===== config.mk =====
export PLATFORM = sky130hd
export DESIGN_NAME = rgb_led_fade_controller
export DESIGN_NICKNAME = d
export VERILOG_FILES = /design/src/hw/rtl/rlfc_pkg.sv /design/src/hw/rtl/rlfc_datapath.sv /design/src/hw/rtl/rlfc_ctrl.sv /design/src/hw/rtl/rgb_led_fade_controller.sv
export SDC_FILE = /design/constraint.sdc
export NUM_CORES = 1
export LEC_CHECK = 0
export ABC_AREA = 1
export BUFFER_PORTS_ARGS = -buffer_cell sky130_fd_sc_hd__buf_4
export CAP_MARGIN = 20
export CORE_UTILIZATION = 36
export DETAILED_ROUTE_END_ITERATION = 16
export MAX_ROUTING_LAYER = met4
export PLACE_DENSITY = 0.62
export SYNTH_ARGS = -nofsm -noshare
export SYNTH_HDL_FRONTEND = slang
export SYNTH_SLANG_ARGS = --single-unit

===== constraint.sdc =====
create_clock -name clk -period 6.8 [get_ports clk]
set_input_delay 0.34 -clock clk [delete_from_list [all_inputs] [get_ports clk]]
set_output_delay 0.34 -clock clk [all_outputs]
set_load 0.02 [all_outputs]

===== src/hw/rtl/rlfc_pkg.sv =====
// Package for the RGB LED fade controller: mode codes, operation codes,
// register indexes, widths and the controller/datapath command and status structs.
// No dependencies.
package rlfc_pkg;

	localparam int FracBits  = 16;
	localparam int LevelW    = 8 + FracBits;
	localparam int PowerFadeMs = 1500;
	// step numerator = elapsed(16) * target(8) << (FracBits+1)
	localparam int NumW      = 16 + 8 + FracBits + 1;
	localparam int QuoW      = NumW;
	localparam int CntW      = $clog2(NumW + 1);

	typedef enum logic [2:0] {
		MODE_OFF      = 3'd0,
		MODE_PWR_DOWN = 3'd1,
		MODE_PWR_UP   = 3'd2,
		MODE_SOLID    = 3'd3,
		MODE_FADE_IN  = 3'd4,
		MODE_FADE_OUT = 3'd5,
		MODE_RSVD6    = 3'd6,
		MODE_RSVD7    = 3'd7
	} mode_t;

	typedef enum logic [1:0] {
		OP_TICK = 2'd0,
		OP_SOLID = 2'd1,
		OP_PWR_ON = 2'd2,
		OP_PWR_OFF = 2'd3
	} op_t;

	localparam logic [2:0] REG_FADE_TIME = 3'd0;
	localparam logic [2:0] REG_LAST      = 3'd6;

	typedef enum logic [2:0] {
		ST_IDLE,
		ST_LOAD,
		ST_DIV,
		ST_APPLY,
		ST_DONE
	} state_t;

	typedef struct packed {
		logic       load;     // start division for channel chan
		logic       step;     // one division step
		logic       apply;    // apply quotient to channel chan
		logic       up;       // upward move
		logic [1:0] chan;
		logic       clr_done; // set all-done flag before a sweep
	} dp_cmd_t;

	typedef struct packed {
		logic div_last;
		logic all_done;
	} dp_sts_t;

endpackage


===== src/hw/rtl/rlfc_datapath.sv =====
// Datapath of the fade controller: channel levels and a shared
// restoring divider for the per-channel step. Uses rlfc_pkg.
module rlfc_datapath
	import rlfc_pkg::*;
(
	input  logic                 clk,
	input  logic                 arst_n,
	input  dp_cmd_t              cmd,
	input  logic [15:0]          elapsed,
	input  logic [15:0]          period,
	input  logic [7:0]           target,
	input  logic                 set_levels,
	input  logic [3*8-1:0]       set_value,
	output dp_sts_t              sts,
	output logic [3*LevelW-1:0]  levels
);

	logic [LevelW-1:0] level_q [3];
	logic [NumW-1:0]   num_q;
	logic [16:0]       rem_q;
	logic [QuoW-1:0]   quo_q;
	logic [CntW-1:0]   cnt_q;
	logic              done_q;
	logic [16:0]       trial;
	logic [NumW-1:0]   prod;
	logic [NumW:0]     upv;
	logic [LevelW-1:0] tfix, nv;
	localparam logic [LevelW-1:0] LevelMax = {8'hff, {FracBits{1'b0}}};

	assign prod = {({8'd0, elapsed} * {16'd0, target}), {(FracBits + 1){1'b0}}};
	assign trial = {rem_q[15:0], num_q[NumW-1]};
	assign tfix = {target, {FracBits{1'b0}}};

	always_comb begin
		upv = (NumW+1)'(level_q[cmd.chan]);
		nv = level_q[cmd.chan];
		if (cmd.up) begin
			if (elapsed != 16'd0) begin
				upv = upv + (NumW+1)'(quo_q);
				nv = (upv > (NumW+1)'(LevelMax)) ? LevelMax : upv[LevelW-1:0];
			end
			if (nv >= tfix) nv = tfix;
		end else if (elapsed != 16'd0) begin
			nv = (quo_q >= QuoW'(level_q[cmd.chan])) ? '0
				: level_q[cmd.chan] - quo_q[LevelW-1:0];
		end
	end

	always_ff @(posedge clk or negedge arst_n) begin
		if (!arst_n) begin
			for (int c = 0; c < 3; c++) level_q[c] <= '0;
			num_q <= '0;
			rem_q <= '0;
			quo_q <= '0;
			cnt_q <= '0;
			done_q <= 1'b0;
		end else begin
			if (cmd.clr_done) done_q <= 1'b1;
			if (cmd.load) begin
				num_q <= prod;
				rem_q <= '0;
				quo_q <= '0;
				cnt_q <= CntW'(NumW);
			end else if (cmd.step) begin
				// restoring step: one quotient bit per cycle
				num_q <= num_q << 1;
				cnt_q <= cnt_q - 1'b1;
				if (trial >= {1'b0, period}) begin
					rem_q <= trial - {1'b0, period};
					quo_q <= {quo_q[QuoW-2:0], 1'b1};
				end else begin
					rem_q <= trial;
					quo_q <= {quo_q[QuoW-2:0], 1'b0};
				end
			end
			if (cmd.apply) begin
				level_q[cmd.chan] <= nv;
				if (cmd.up ? (nv != tfix) : (nv != '0)) done_q <= 1'b0;
			end
			if (set_levels) begin
				for (int c = 0; c < 3; c++)
					level_q[c] <= {set_value[c*8 +: 8], {FracBits{1'b0}}};
			end
		end
	end

	assign sts.div_last = (cnt_q == CntW'(1));
	assign sts.all_done = done_q;
	assign levels = {level_q[2], level_q[1], level_q[0]};

endmodule


===== src/hw/rtl/rlfc_ctrl.sv =====
// Controller of the fade controller: handshake, mode bookkeeping and
// sequencing of the shared divider over three channels. Uses rlfc_pkg.
module rlfc_ctrl
	import rlfc_pkg::*;
(
	input  logic        clk,
	input  logic        arst_n,
	input  logic        in_valid,
	output logic        in_stall,
	input  logic [1:0]  op,
	input  logic [23:0] solid,
	input  logic [15:0] fade_period,
	input  logic [47:0] palette,
	input  dp_sts_t     sts,
	input  logic [3*LevelW-1:0] levels,
	output dp_cmd_t     cmd,
	output logic [15:0] period,
	output logic [7:0]  target,
	output logic        set_levels,
	output logic [23:0] set_value,
	output logic        res_valid,
	input  logic        out_stall,
	output mode_t       mode_q,
	output logic        sel_q
);

	state_t st_q, st_d;
	logic [1:0] ch_q, ch_d;
	logic resume_q, off_after_q;
	logic [23:0] saved_q;
	logic up, ramp;
	logic [23:0] pal;
	logic [23:0] ints;
	logic accept;

	assign accept = in_valid && !in_stall;
	assign ramp = (mode_q == MODE_PWR_UP) || (mode_q == MODE_PWR_DOWN);
	assign up = (mode_q == MODE_PWR_UP) || (mode_q == MODE_FADE_IN);
	assign pal = sel_q ? palette[47:24] : palette[23:0];
	assign period = ramp ? 16'(PowerFadeMs)
		: ((fade_period == 16'd0) ? 16'd1 : fade_period);
	assign target = ramp ? saved_q[ch_q*8 +: 8] : pal[ch_q*8 +: 8];
	for (genvar c = 0; c < 3; c++) begin : g_int
		assign ints[c*8 +: 8] = levels[c*LevelW + FracBits +: 8];
	end

	always_comb begin
		st_d = st_q;
		ch_d = ch_q;
		cmd = '0;
		cmd.chan = ch_q;
		cmd.up = up;
		in_stall = 1'b1;
		case (st_q)
			ST_IDLE: begin
				in_stall = res_valid && out_stall;
				if (accept && op == OP_TICK && (mode_q == MODE_PWR_UP ||
					mode_q == MODE_PWR_DOWN || mode_q == MODE_FADE_IN ||
					mode_q == MODE_FADE_OUT)) begin
					st_d = ST_LOAD;
					ch_d = 2'd0;
					cmd.clr_done = 1'b1;
				end
			end
			ST_LOAD: begin
				cmd.load = 1'b1;
				st_d = ST_DIV;
			end
			ST_DIV: begin
				cmd.step = 1'b1;
				if (sts.div_last) st_d = ST_APPLY;
			end
			ST_APPLY: begin
				cmd.apply = 1'b1;
				if (ch_q == 2'd2) st_d = ST_DONE;
				else begin
					ch_d = ch_q + 2'd1;
					st_d = ST_LOAD;
				end
			end
			ST_DONE: st_d = ST_IDLE;
			default: st_d = ST_IDLE;
		endcase
	end

	// Load the solid colour, or black for a power-on ramp from the saved colour.
	assign set_value = (op == OP_SOLID) ? solid : 24'd0;
	assign set_levels = accept && (
		(op == OP_SOLID && mode_q != MODE_OFF && mode_q != MODE_PWR_DOWN) ||
		(op == OP_PWR_ON && resume_q && (mode_q == MODE_OFF || mode_q == MODE_PWR_DOWN)));

	always_ff @(posedge clk or negedge arst_n) begin
		if (!arst_n) begin
			st_q <= ST_IDLE;
			ch_q <= '0;
			mode_q <= MODE_OFF;
			sel_q <= 1'b0;
			resume_q <= 1'b0;
			off_after_q <= 1'b0;
			saved_q <= '0;
			res_valid <= 1'b0;
		end else begin
			st_q <= st_d;
			ch_q <= ch_d;
			if (res_valid && !out_stall) res_valid <= 1'b0;
			if (accept) begin
				case (op_t'(op))
					OP_TICK: if (st_d == ST_IDLE) res_valid <= 1'b1;
					OP_SOLID: begin
						resume_q <= 1'b1;
						saved_q <= solid;
						if (set_levels) begin
							mode_q <= MODE_SOLID;
							off_after_q <= 1'b0;
						end
						res_valid <= 1'b1;
					end
					OP_PWR_ON: begin
						if (mode_q == MODE_OFF || mode_q == MODE_PWR_DOWN) begin
							off_after_q <= 1'b0;
							mode_q <= resume_q ? MODE_PWR_UP : MODE_FADE_IN;
						end
						res_valid <= 1'b1;
					end
					OP_PWR_OFF: begin
						if (mode_q == MODE_SOLID) begin
							saved_q <= ints;
							resume_q <= 1'b1;
							mode_q <= MODE_PWR_DOWN;
						end else if (mode_q == MODE_PWR_UP) begin
							resume_q <= 1'b1;
							mode_q <= MODE_PWR_DOWN;
						end else if (mode_q == MODE_FADE_IN || mode_q == MODE_FADE_OUT) begin
							off_after_q <= 1'b1;
							resume_q <= 1'b0;
							mode_q <= MODE_FADE_OUT;
						end
						res_valid <= 1'b1;
					end
					default: res_valid <= 1'b1;
				endcase
			end
			if (st_q == ST_DONE) begin
				res_valid <= 1'b1;
				if (sts.all_done) begin
					case (mode_q)
						MODE_PWR_DOWN: mode_q <= MODE_OFF;
						MODE_PWR_UP: mode_q <= MODE_SOLID;
						MODE_FADE_IN: mode_q <= MODE_FADE_OUT;
						MODE_FADE_OUT: begin
							sel_q <= ~sel_q;
							off_after_q <= 1'b0;
							mode_q <= off_after_q ? MODE_OFF : MODE_FADE_IN;
						end
						default: mode_q <= mode_q;
					endcase
				end
			end
		end
	end

endmodule


===== src/hw/rtl/rgb_led_fade_controller.sv =====
// RGB LED fade controller top level: configuration registers and the
// controller/datapath pair. Uses rlfc_pkg.
// Results: commands and ticks in off or solid give a result in the cycle after
// acceptance; a moving tick runs load, divide, apply per channel on the shared divider.
// Throughput: one transaction at a time; input stalls until its result has left.
// Reset (arst_n low) clears mode, levels and saved colour, registers to defaults.
module rgb_led_fade_controller
	import rlfc_pkg::*;
(
	input  logic        clk,
	input  logic        arst_n,
	input  logic        in_valid,
	output logic        in_stall,
	input  logic [1:0]  operation,
	input  logic [15:0] elapsed_ms,
	input  logic [7:0]  solid_red,
	input  logic [7:0]  solid_green,
	input  logic [7:0]  solid_blue,
	output logic        out_valid,
	input  logic        out_stall,
	output logic [7:0]  drive_red,
	output logic [7:0]  drive_green,
	output logic [7:0]  drive_blue,
	output logic [2:0]  mode_now,
	output logic        palette_index,
	input  logic        cfg_we,
	input  logic [2:0]  cfg_index,
	input  logic [15:0] cfg_data
);

	logic [15:0] fade_period_q;
	logic [7:0]  pal_q [6];
	logic [15:0] elapsed_q;
	dp_cmd_t     cmd;
	dp_sts_t     sts;
	logic [15:0] period;
	logic [7:0]  target;
	logic        set_levels;
	logic [23:0] set_value;
	logic [3*LevelW-1:0] levels;
	mode_t       mode;
	logic        sel;

	// Configuration writes; indexes beyond the last register are dropped.
	always_ff @(posedge clk or negedge arst_n) begin
		if (!arst_n) begin
			fade_period_q <= 16'd3000;
			pal_q[0] <= 8'd0;   pal_q[1] <= 8'd0; pal_q[2] <= 8'd128;
			pal_q[3] <= 8'd128; pal_q[4] <= 8'd0; pal_q[5] <= 8'd116;
		end else if (cfg_we) begin
			if (cfg_index == REG_FADE_TIME) fade_period_q <= cfg_data;
			else if (cfg_index <= REG_LAST) pal_q[cfg_index - 3'd1] <= cfg_data[7:0];
		end
	end

	// Hold the elapsed time of the accepted tick for the whole sweep.
	always_ff @(posedge clk) begin
		if (in_valid && !in_stall) elapsed_q <= elapsed_ms;
	end

	rlfc_ctrl u_ctrl (
		.clk, .arst_n, .in_valid, .in_stall,
		.op(operation),
		.solid({solid_blue, solid_green, solid_red}),
		.fade_period(fade_period_q),
		.palette({pal_q[5], pal_q[4], pal_q[3], pal_q[2], pal_q[1], pal_q[0]}),
		.sts, .levels, .cmd, .period, .target, .set_levels, .set_value,
		.res_valid(out_valid), .out_stall,
		.mode_q(mode), .sel_q(sel)
	);

	rlfc_datapath u_dp (
		.clk, .arst_n, .cmd,
		.elapsed(elapsed_q), .period, .target, .set_levels, .set_value,
		.sts, .levels
	);

	// Result fields follow live state, which holds while a result waits.
	assign drive_red   = (mode == MODE_OFF) ? 8'd0 : levels[FracBits +: 8];
	assign drive_green = (mode == MODE_OFF) ? 8'd0 : levels[LevelW + FracBits +: 8];
	assign drive_blue  = (mode == MODE_OFF) ? 8'd0 : levels[2*LevelW + FracBits +: 8];
	assign mode_now = mode;
	assign palette_index = sel;

endmodule


Yosys cells after proc, flatten, opt, wreduce, memory -nomap -nowiden --
Cells that the tools add are included. Widths: inputs -> output; s select.
Word-level totals: flip-flop bits (word level) 293, output and inout bits 30
Cells by class: add/subtract/negate cells 6, multipliers 1, $lt $le $gt $ge 9, eq/ne operators 21, shifts and indexed selects 2, multiplexer cells 86, bitwise gates (word level) 4, reductions and logical operators 41
Operators by type and width (number):
- $mux 24 | 13
- $mux 41 | 4
- $mux 72 | 2
- $mux 16 | 5
- $bwmux 72 | 1
- $bmux 24 s2 | 1
- $bwmux 48 | 1
- $demux 24 s2 | 1
- $pmux 24 s2 | 1
- $shiftx 24x6->8 | 2
- $add 24x41->42 | 1
- $gt 42x24->1 const B | 1
- $ge 41x24->1 | 1
- $mux 8 | 5
- $mux 3 | 13
- $mux 1 | 27
- $demux 8 s3 | 1
- $ge 24x24->1 | 1
- $mul 16x8->24 | 1
- $ne 24x24->1 | 1
- $pmux 3 s4 | 2
- $reduce_bool 24->1 | 1
- $sub 24x24->24 | 1
- $ge 17x16->1 | 1
- other kinds (41) | 82

Longest topological paths before layout --
Gate-level depths: netlist of run 1.
depth after elaboration 16, depth in mapped cells 50

Modules after synthesis --
A second synthesis of run 1 with hierarchy kept.
Second synthesis, totals: cells, all modules 3471, area, all modules 24684.9 sq um
By module, submodules not included:
- rlfc_datapath | instances 1, cells an instance 2650, area each 18063.6 sq um
- rgb_led_fade_controller | instances 1, cells an instance 368, area each 3633.5 sq um
- rlfc_ctrl | instances 1, cells an instance 453, area each 2987.9 sq um

Worst setup path after synthesis of run 1 --
OpenSTA, ideal clock, no wires.
path kind flip-flop to flip-flop, start point reg u_ctrl.mode_q[0], end point reg u_dp.num_q[40], setup time 0.142 ns, arrival time 6.634 ns, required time 6.658 ns, path slack 0.024 ns, stages on the path, launching flop included 39, cell sequence dfrtp_1 clkbuf_1 nor3_1 inv_1 nand2_1 clkbuf_1 o211ai_1 o311ai_0 nand2_1 inv_1 buf_1 nor2_1 fa_1 ha_1 inv_1 fa_1 fa_1 inv_1 [3 not listed] nand3_1 nand2_1 a31oi_1 inv_1 a21oi_1 or2_2 nand2_1 a21oi_1 o21ai_0 nand3_1 nand2_1 nand2_1 inv_1 nor2_1 nor2_1 nor3_1 o21ai_0 o221ai_1
On the way: longest elaborated chain between the ends 5, elaborated cells between the ends (all ways) 6
RTL lines:
- start: declaration | RTL line rlfc_ctrl.sv:23 | output mode_t mode_q,
- start signal: assignment | RTL line rlfc_ctrl.sv:121 | mode_q <= resume_q ? MODE_PWR_UP : MODE_FADE_IN;
- start signal: assignment | RTL line rlfc_ctrl.sv:153 | mode_q <= off_after_q ? MODE_OFF : MODE_FADE_IN;
- start signal: assignment | RTL line rlfc_ctrl.sv:155 | default: mode_q <= mode_q;
- $eq 3x2->1 or $eq 3x1->1 (tied branches) | RTL line rlfc_ctrl.sv:37 | assign ramp = (mode_q == MODE_PWR_UP) || (mode_q == MODE_PWR_DOWN);
- $logic_or 1x1->1 * | RTL line rlfc_ctrl.sv:37
- $mux 8 * | RTL line rlfc_ctrl.sv:42 | assign target = ramp ? saved_q[ch_q*8 +: 8] : pal[ch_q*8 +: 8];
- $mul 16x8->24 * | RTL line rlfc_datapath.sv:30 | assign prod = {({8'd0, elapsed} * {16'd0, target}), {(FracBits + 1){1'b0}}};
- $mux 41 * | RTL line rlfc_datapath.sv:59 | if (cmd.load) begin
- end signal: assignment | RTL line rlfc_datapath.sv:60 | num_q <= prod;
- end signal: assignment | RTL line rlfc_datapath.sv:66 | num_q <= num_q << 1;
- end: declaration | RTL line rlfc_datapath.sv:19 | logic [NumW-1:0] num_q;
Every way passes the cells marked *; elsewhere a longest branch is shown, timed or not. A chain may end at the register's enable or synchronous reset.

Worst setup path after layout of run 1 --
Same ends and word-level chain as after synthesis.

==> flow_summary.json, run 1 <==
{
  "setup_viol": 0,
  "numCtsBuffers": 36,
  "drt_first_pass_iters": 12,
  "async_flop_share_pct": 94.2,
  "tightest_slew_ps": 1110,
  "cts.reportedPaths.clkPinSlew_ps": 60,
  "die_w_microns": 257,
  "rsz0062_at_grt": "true",
  "initial_utilization_pct": 36.3,
  "synth_fp_nets": 3556,
  "layout.nets": 3744,
  "ys_seq_area_share_pct": 30.0,
  "grt_max_degree": 93,
  "die_h_microns": 257,
  "fin_crit_ps": 6440,
  "routed_wl_microns": 76100,
  "max_stage_delay_ps": 550,
  "critPathCaptureType": "register",
  "clock_latency_ps": 580,
  "worstPathArrival_ps": 6830,
  "max_freq_ghz": 0.155,
  "crit_slowest_cell": "fa_1",
  "ys_ff_latch": 276,
  "netlist_instances": 3248,
  "grt_pass1_vias": 21300,
  "root_buffer": "clkbuf_16",
  "synth_most_common_cell": "nand2_1",
  "synth.largest_area_cell": "dfrtp_1",
  "maxCapViolCount": 0,
  "die_area_sq_mm": 0.0659,
  "fin_area_sq_mm": 0.0275,
  "hold_violations": 0,
  "r2r_setup_slack_ps": 360,
  "hold_class": "input pin to register",
  "cp.required_ps": 7190,
  "grt-ovfl-total": 0,
  "fin_crit_sh_pct": 94.7,
  "ant_nets": 0,
  "critPathMostFrequentCell": "inv_1",
  "synth_ff_type": "dfrtp_1",
  "tritoncts": "done",
  "synth_area_sq_mm": 0.0234,
  "routedWlPerCell_microns": 17.6,
  "drive_above_1_share_pct": 13.9,
  "antennaDiodeCount": 0,
  "synth_edf_count": 16,
  "max_slew_margin_pct": 25.7,
  "syn_to_final_growth_pct": 17.5,
  "startpoint_type": "register",
  "vias": 22400,
  "drt_iter0_markers": 1882,
  "critPathKind": "register to register",
  "drc": 1,
  "ys_types": 60,
  "grt_use_total_pct": 23.6,
  "slew_violations": 0,
  "cts.sinks": 276,
  "rows": 93,
  "numPortBuffers": 95,
  "clock_path_buffers": 3,
  "status": "finished with violations",
  "antenna_found_initial": 0,
  "io_pins": 96,
  "gp_congestion": 0.960,
  "path_max_fanout": 6,
  "synth.area.top_cells": "dfrtp_1 (26%), nand2_1 (13%), ha_1 (8.3%)",
  "synth.avg_cell_area_sq_um": 7.20,
  "synth_common_cells": "nand2_1 (780), inv_1 (484), nor2_1 (294), dfrtp_1 (247), o21ai_0 (202)",
  "fin_worst_skew_ps": 22.3,
  "violations": "design-rule violations",
  "grt_first_pass_wirelength_microns": 120000,
  "synth_top_area_share_pct": 26.4,
  "core_sq_mm": 0.0643,
  "yosys_warnings": 0,
  "via_per_inst": 5.20,
  "h-tree-depth": 2,
  "place_area_sq_mm": 0.0257,
  "hpwl_microns": 58200
}
-- per-layer routing --
metal  wire, microns  vias up  GRT usage, %
li1                -    10900             -
met4            1230        0          4.70
met1           36000    10700          33.9
met3            5370       89          3.05
met2           33500      750          35.4
met5               0        -             -
-- what timing repair did --
item                                   in CTS  in global routing
resized for setup                           0                 50
hold buffers                               31                  0
endpoints found under the hold margin     110                  0
buffers inserted                            0                 10
setup endpoints to repair                   0                 25
-- state kept, by name (all words and copies together) (netlist names), 3 cells and up --
name and flops:
elapsed_q 16, u_dp.levels 72, u_dp.cnt_q 6, u_dp.num_q 24
u_dp.rem_q 16, u_dp.quo_q 41, u_ctrl.st_q 3, fade_period_q 16
pal_q 48, u_ctrl.saved_q 24, u_ctrl.mode_q 3
-- stage by stage --
| stage | setup TNS (ps) | instances | hold slack [ps] | setup WS (ps) | util, % |
|---|---|---|---|---|---|
| 2_1_floorplan | 0 | 3248 | 44.4 | 23.8 | - |
| 5_1_grt | -109 | 4318 | 43.0 | -88.2 | 42.7 |
| 3_3_place_gp | 0 | 4211 | 416 | 221 | 39.9 |
| 6_report | 0 | 4318 | 19.2 | 362 | 42.7 |
| 4_1_cts | 0 | 4307 | 1.19 | 145 | 42.3 |
| 3_5_place_dp | 0 | 4211 | 423 | 156 | 39.9 |
-- kinds of logic (layout without fill, tap and decap cells) --
kind of cell | after synthesis | in the layout | share of synthesized area [%]
AO/OA/AOI/OAI | 614 | 614 | 15.6
XOR/XNOR | 47 | 47 | 1.79
adder cells (fa/ha/maj) | 242 | 242 | 15.8
buffers and inverters | 658 | 873 | 11.0
flip-flops | 276 | 276 | 30.0
multiplexers | 8 | 8 | 0.385
AND/OR/NAND/NOR | 1403 | 1403 | 25.5
-- layout make-up --
type	count	area, sq um
timing repair buffer	270	2180
tap	855	1070
fill	6605	36900
multi-input combinational	2314	14000
clock buffer	47	1000
inverter	538	2030
sequential	276	7000
clock inverter	18	221
-- path summary, 6_finish.rpt --
path	start	end	cells past startpoint
worst min-delay path	solid_red[2]	u_dp.levels[18]$_DFFE_PN0P_	3
worst min register to register	u_dp.levels[30]$_DFFE_PN0P_	u_dp.levels[30]$_DFFE_PN0P_	2
worst max-delay path	u_ctrl.mode_q[0]$_DFFE_PN0P_	u_dp.num_q[40]$_DFFE_PN0P_	37
min in group asynchronous	arst_n	u_dp.quo_q[3]$_DFFE_PN0P_	2
max in group asynchronous	arst_n	u_dp.levels[15]$_DFFE_PN0P_	3
worst max register to register	u_ctrl.mode_q[0]$_DFFE_PN0P_	u_dp.num_q[40]$_DFFE_PN0P_	37
-- critical path, delay by kind of cell (launching register included) --
family	cells	cell delay, ps
and+or+nand+nor	15	1560
buffers and inverters	9	840
adders and majority gates	5	2330
AOI/OAI and AO/OA	8	1100
DFF	1	400
-- layout by cell type (no fill, tap or decap), types with 8 or more instances in the layout --
cell type	n
nor2_2	31
o22ai_1	74
inv_1	481
nor4_1	12
o211ai_1	25
o221ai_1	30
a21oi_2	9
dfrtp_1	247
o21bai_1	10
dlygate4sd3_1	31
ha_1	150
nand4_1	50
clkinv_1	11
buf_4	229
nand3_1	139
a31oi_1	35
nand2_1	777
or2_2	9
clkbuf_16	36
inv_2	44
a21oi_1	152
nand3_2	10
o21ai_1	11
nor2_4	9
nor3_1	42
nor2_1	286
xor2_1	25
o21a_1	24
fa_1	87
xnor2_1	21
mux2_2	8
edfxtp_1	16
o21ai_0	198
nand2_2	18
dfstp_2	13
Power of run 1 is not shown: default switching activity piles up to over one toggle a cycle in this logic, so the estimate is an artifact.
==> run 2, diff against run 1 <==
--- a/config.mk
+++ b/config.mk
@@ -9,8 +9,8 @@
 export BUFFER_PORTS_ARGS = -buffer_cell sky130_fd_sc_hd__buf_4
 export CAP_MARGIN = 20
-export CORE_UTILIZATION = 36
+export CORE_UTILIZATION = 58
 export DETAILED_ROUTE_END_ITERATION = 16
 export MAX_ROUTING_LAYER = met4
-export PLACE_DENSITY = 0.62
+export PLACE_DENSITY = 0.88
 export SYNTH_ARGS = -nofsm -noshare
 export SYNTH_HDL_FRONTEND = slang
==> constraint.sdc (replaced) <==
create_clock -name clk -period 6.8 [get_ports clk]
set_input_delay 0.68 -clock clk [delete_from_list [all_inputs] [get_ports clk]]
set_output_delay 0.68 -clock clk [all_outputs]
set_load 0.02 [all_outputs]
==> run 2 against run 1 <==
  * The run still ends with design-rule violations left
  * Register-to-register slack lost 50 ps
  * Worst hold slack improved by 64 ps
  * Cell count decreased by 9.4%
  * Critical path depth grew 9
  * Sequential share of layout area is 0.98 points higher
  * Largest cell class unchanged
  * Highest routed layer unchanged
==> flow_summary.json, run 2 (same netlist as run 1, synthesis figures left out) <==
{
  "vias": 23300,
  "reg2reg_to": "u_dp.done_q$_DFF_PN0_",
  "largest_register_ffs": 72,
  "crit_slowest_cell": "ha_2",
  "routedWlPerCell_microns": 19.0,
  "reg2reg_depth": 46,
  "io_pins": 96,
  "max_slew_margin_pct": 31.9,
  "register_area_sq_mm": 0.00700,
  "drt_first_pass_iters": 12,
  "max_stage_delay_ps": 460,
  "hold_violations": 0,
  "antennaDiodeCount": 0,
  "gp_congestion": 1.04,
  "setup_ws_ps": 311,
  "multi_input_area_sq_mm": 0.0141,
  "max_freq_ghz": 0.154,
  "rows": 73,
  "slew_violations": 0,
  "grt-ovfl-total": 0,
  "final_common_cell": "nand2_1",
  "numCtsBuffers": 30,
  "via_per_inst": 5.95,
  "critPathKind": "register to register",
  "layout_common_cells": "nand2_1 (769), inv_1 (477), nor2_1 (284)",
  "fin_crit_ps": 6490,
  "layout.nets": 3671,
  "drt_iter0_markers": 2805,
  "tightest_slew_ps": 1020,
  "dp_slack_ps": -80.9,
  "core_sq_mm": 0.0397,
  "place_area_sq_mm": 0.0250,
  "hold_class": "input pin to asynchronous set/reset pin",
  "grt_first_pass_wirelength_microns": 115000,
  "status": "finished with violations",
  "fin_area_sq_mm": 0.0264,
  "die_area_sq_mm": 0.0411,
  "cts.reportedPaths.clkPinSlew_ps": 60,
  "fin_worst_skew_ps": 48.6,
  "die_w_microns": 203,
  "fin_crit_sh_pct": 95.4,
  "drc": 1,
  "r2r_setup_slack_ps": 310,
  "setup_viol": 0,
  "grt_max_degree": 90,
  "violations": "design-rule violations",
  "hpwl_microns": 56100,
  "nFillCells": 3324,
  "initial_utilization_pct": 58.8,
  "h-tree-depth": 1,
  "syn_to_final_growth_pct": 13.2,
  "ant_nets": 0,
  "final_core_util_pct": 66.6,
  "tritoncts": "done",
  "antenna_found_initial": 0,
  "worstPathArrival_ps": 7000,
  "grt_use_total_pct": 36.6,
  "startpoint": "u_ctrl.ch_q[0]$_DFFE_PN0P_",
  "path_max_fanout": 17,
  "maxCapViolCount": 0,
  "clock_latency_ps": 630,
  "r2r_start": "u_ctrl.ch_q[0]$_DFFE_PN0P_",
  "grt_pass1_vias": 21500,
  "cp.required_ps": 7310,
  "routed_wl_microns": 74300,
  "drive_above_1_share_pct": 14.0,
  "numPortBuffers": 95,
  "critPathCaptureType": "register",
  "critPathMostFrequentCell": "nand2_1",
  "root_buffer": "clkbuf_16",
  "die_h_microns": 203,
  "clock_path_buffers": 3,
  "rsz0062_at_grt": "true",
  "cts.sinks": 276,
  "startpoint_type": "register"
}
-- run 2: what timing repair did --
action	CTS	global route
pin swaps	0	13
hold buffers	0	0
gates resized for setup	5	86
gates cloned	0	3
setup buffers	2	7
endpoints found under the setup margin	1	43
-- run 2: stage by stage --
stage | hold slack [ps] | cells | setup TNS (ps)
global placement | 461 | 3841 | 0
floorplan | 384 | 3248 | 0
CTS | 135 | 3899 | 0
detailed placement | 469 | 3841 | -80.9
finish | 83.0 | 3912 | 0
global route | 139 | 3912 | -150
-- run 2: cell type report --
| type | count | area share, % |
|---|---|---|
| Clock buffer | 37 | 3.05 |
| Clock inverter | 19 | 0.714 |
| Inverter | 538 | 7.66 |
| Multi-Input combinational cell | 2315 | 53.3 |
| Sequential cell | 276 | 26.5 |
| Tap cell | 525 | 2.48 |
| Timing Repair Buffer | 201 | 6.24 |
| Timing Repair inverter | 1 | 0.0284 |
-- run 2: worst max-delay path by stage --
| stage | to |
|---|---|
| floorplan | u_dp.num_q[40]$_DFFE_PN0P_ |
| global placement | u_dp.num_q[40]$_DFFE_PN0P_ |
| detailed placement | u_dp.num_q[40]$_DFFE_PN0P_ |
| CTS | u_dp.num_q[40]$_DFFE_PN0P_ |
| global route | u_dp.done_q$_DFF_PN0_ |
| finish | u_dp.done_q$_DFF_PN0_ |
-- run 2: metal layers --
layer	track usage [%]	wire length [microns]
met5	-	0
met4	10.0	2280
met3	8.99	9350
met2	51.6	31500
met1	52.1	31200
-- run 2: critical path, delay by kind of cell, from the launching register on --
| kind | cells | cell delay, ps |
|---|---|---|
| compound gates | 6 | 1250 |
| flops | 1 | 400 |
| buf+inv | 8 | 930 |
| simple gates | 30 | 2980 |
| fa+ha+maj | 2 | 780 |
Power of run 2 is left out for the same reason.
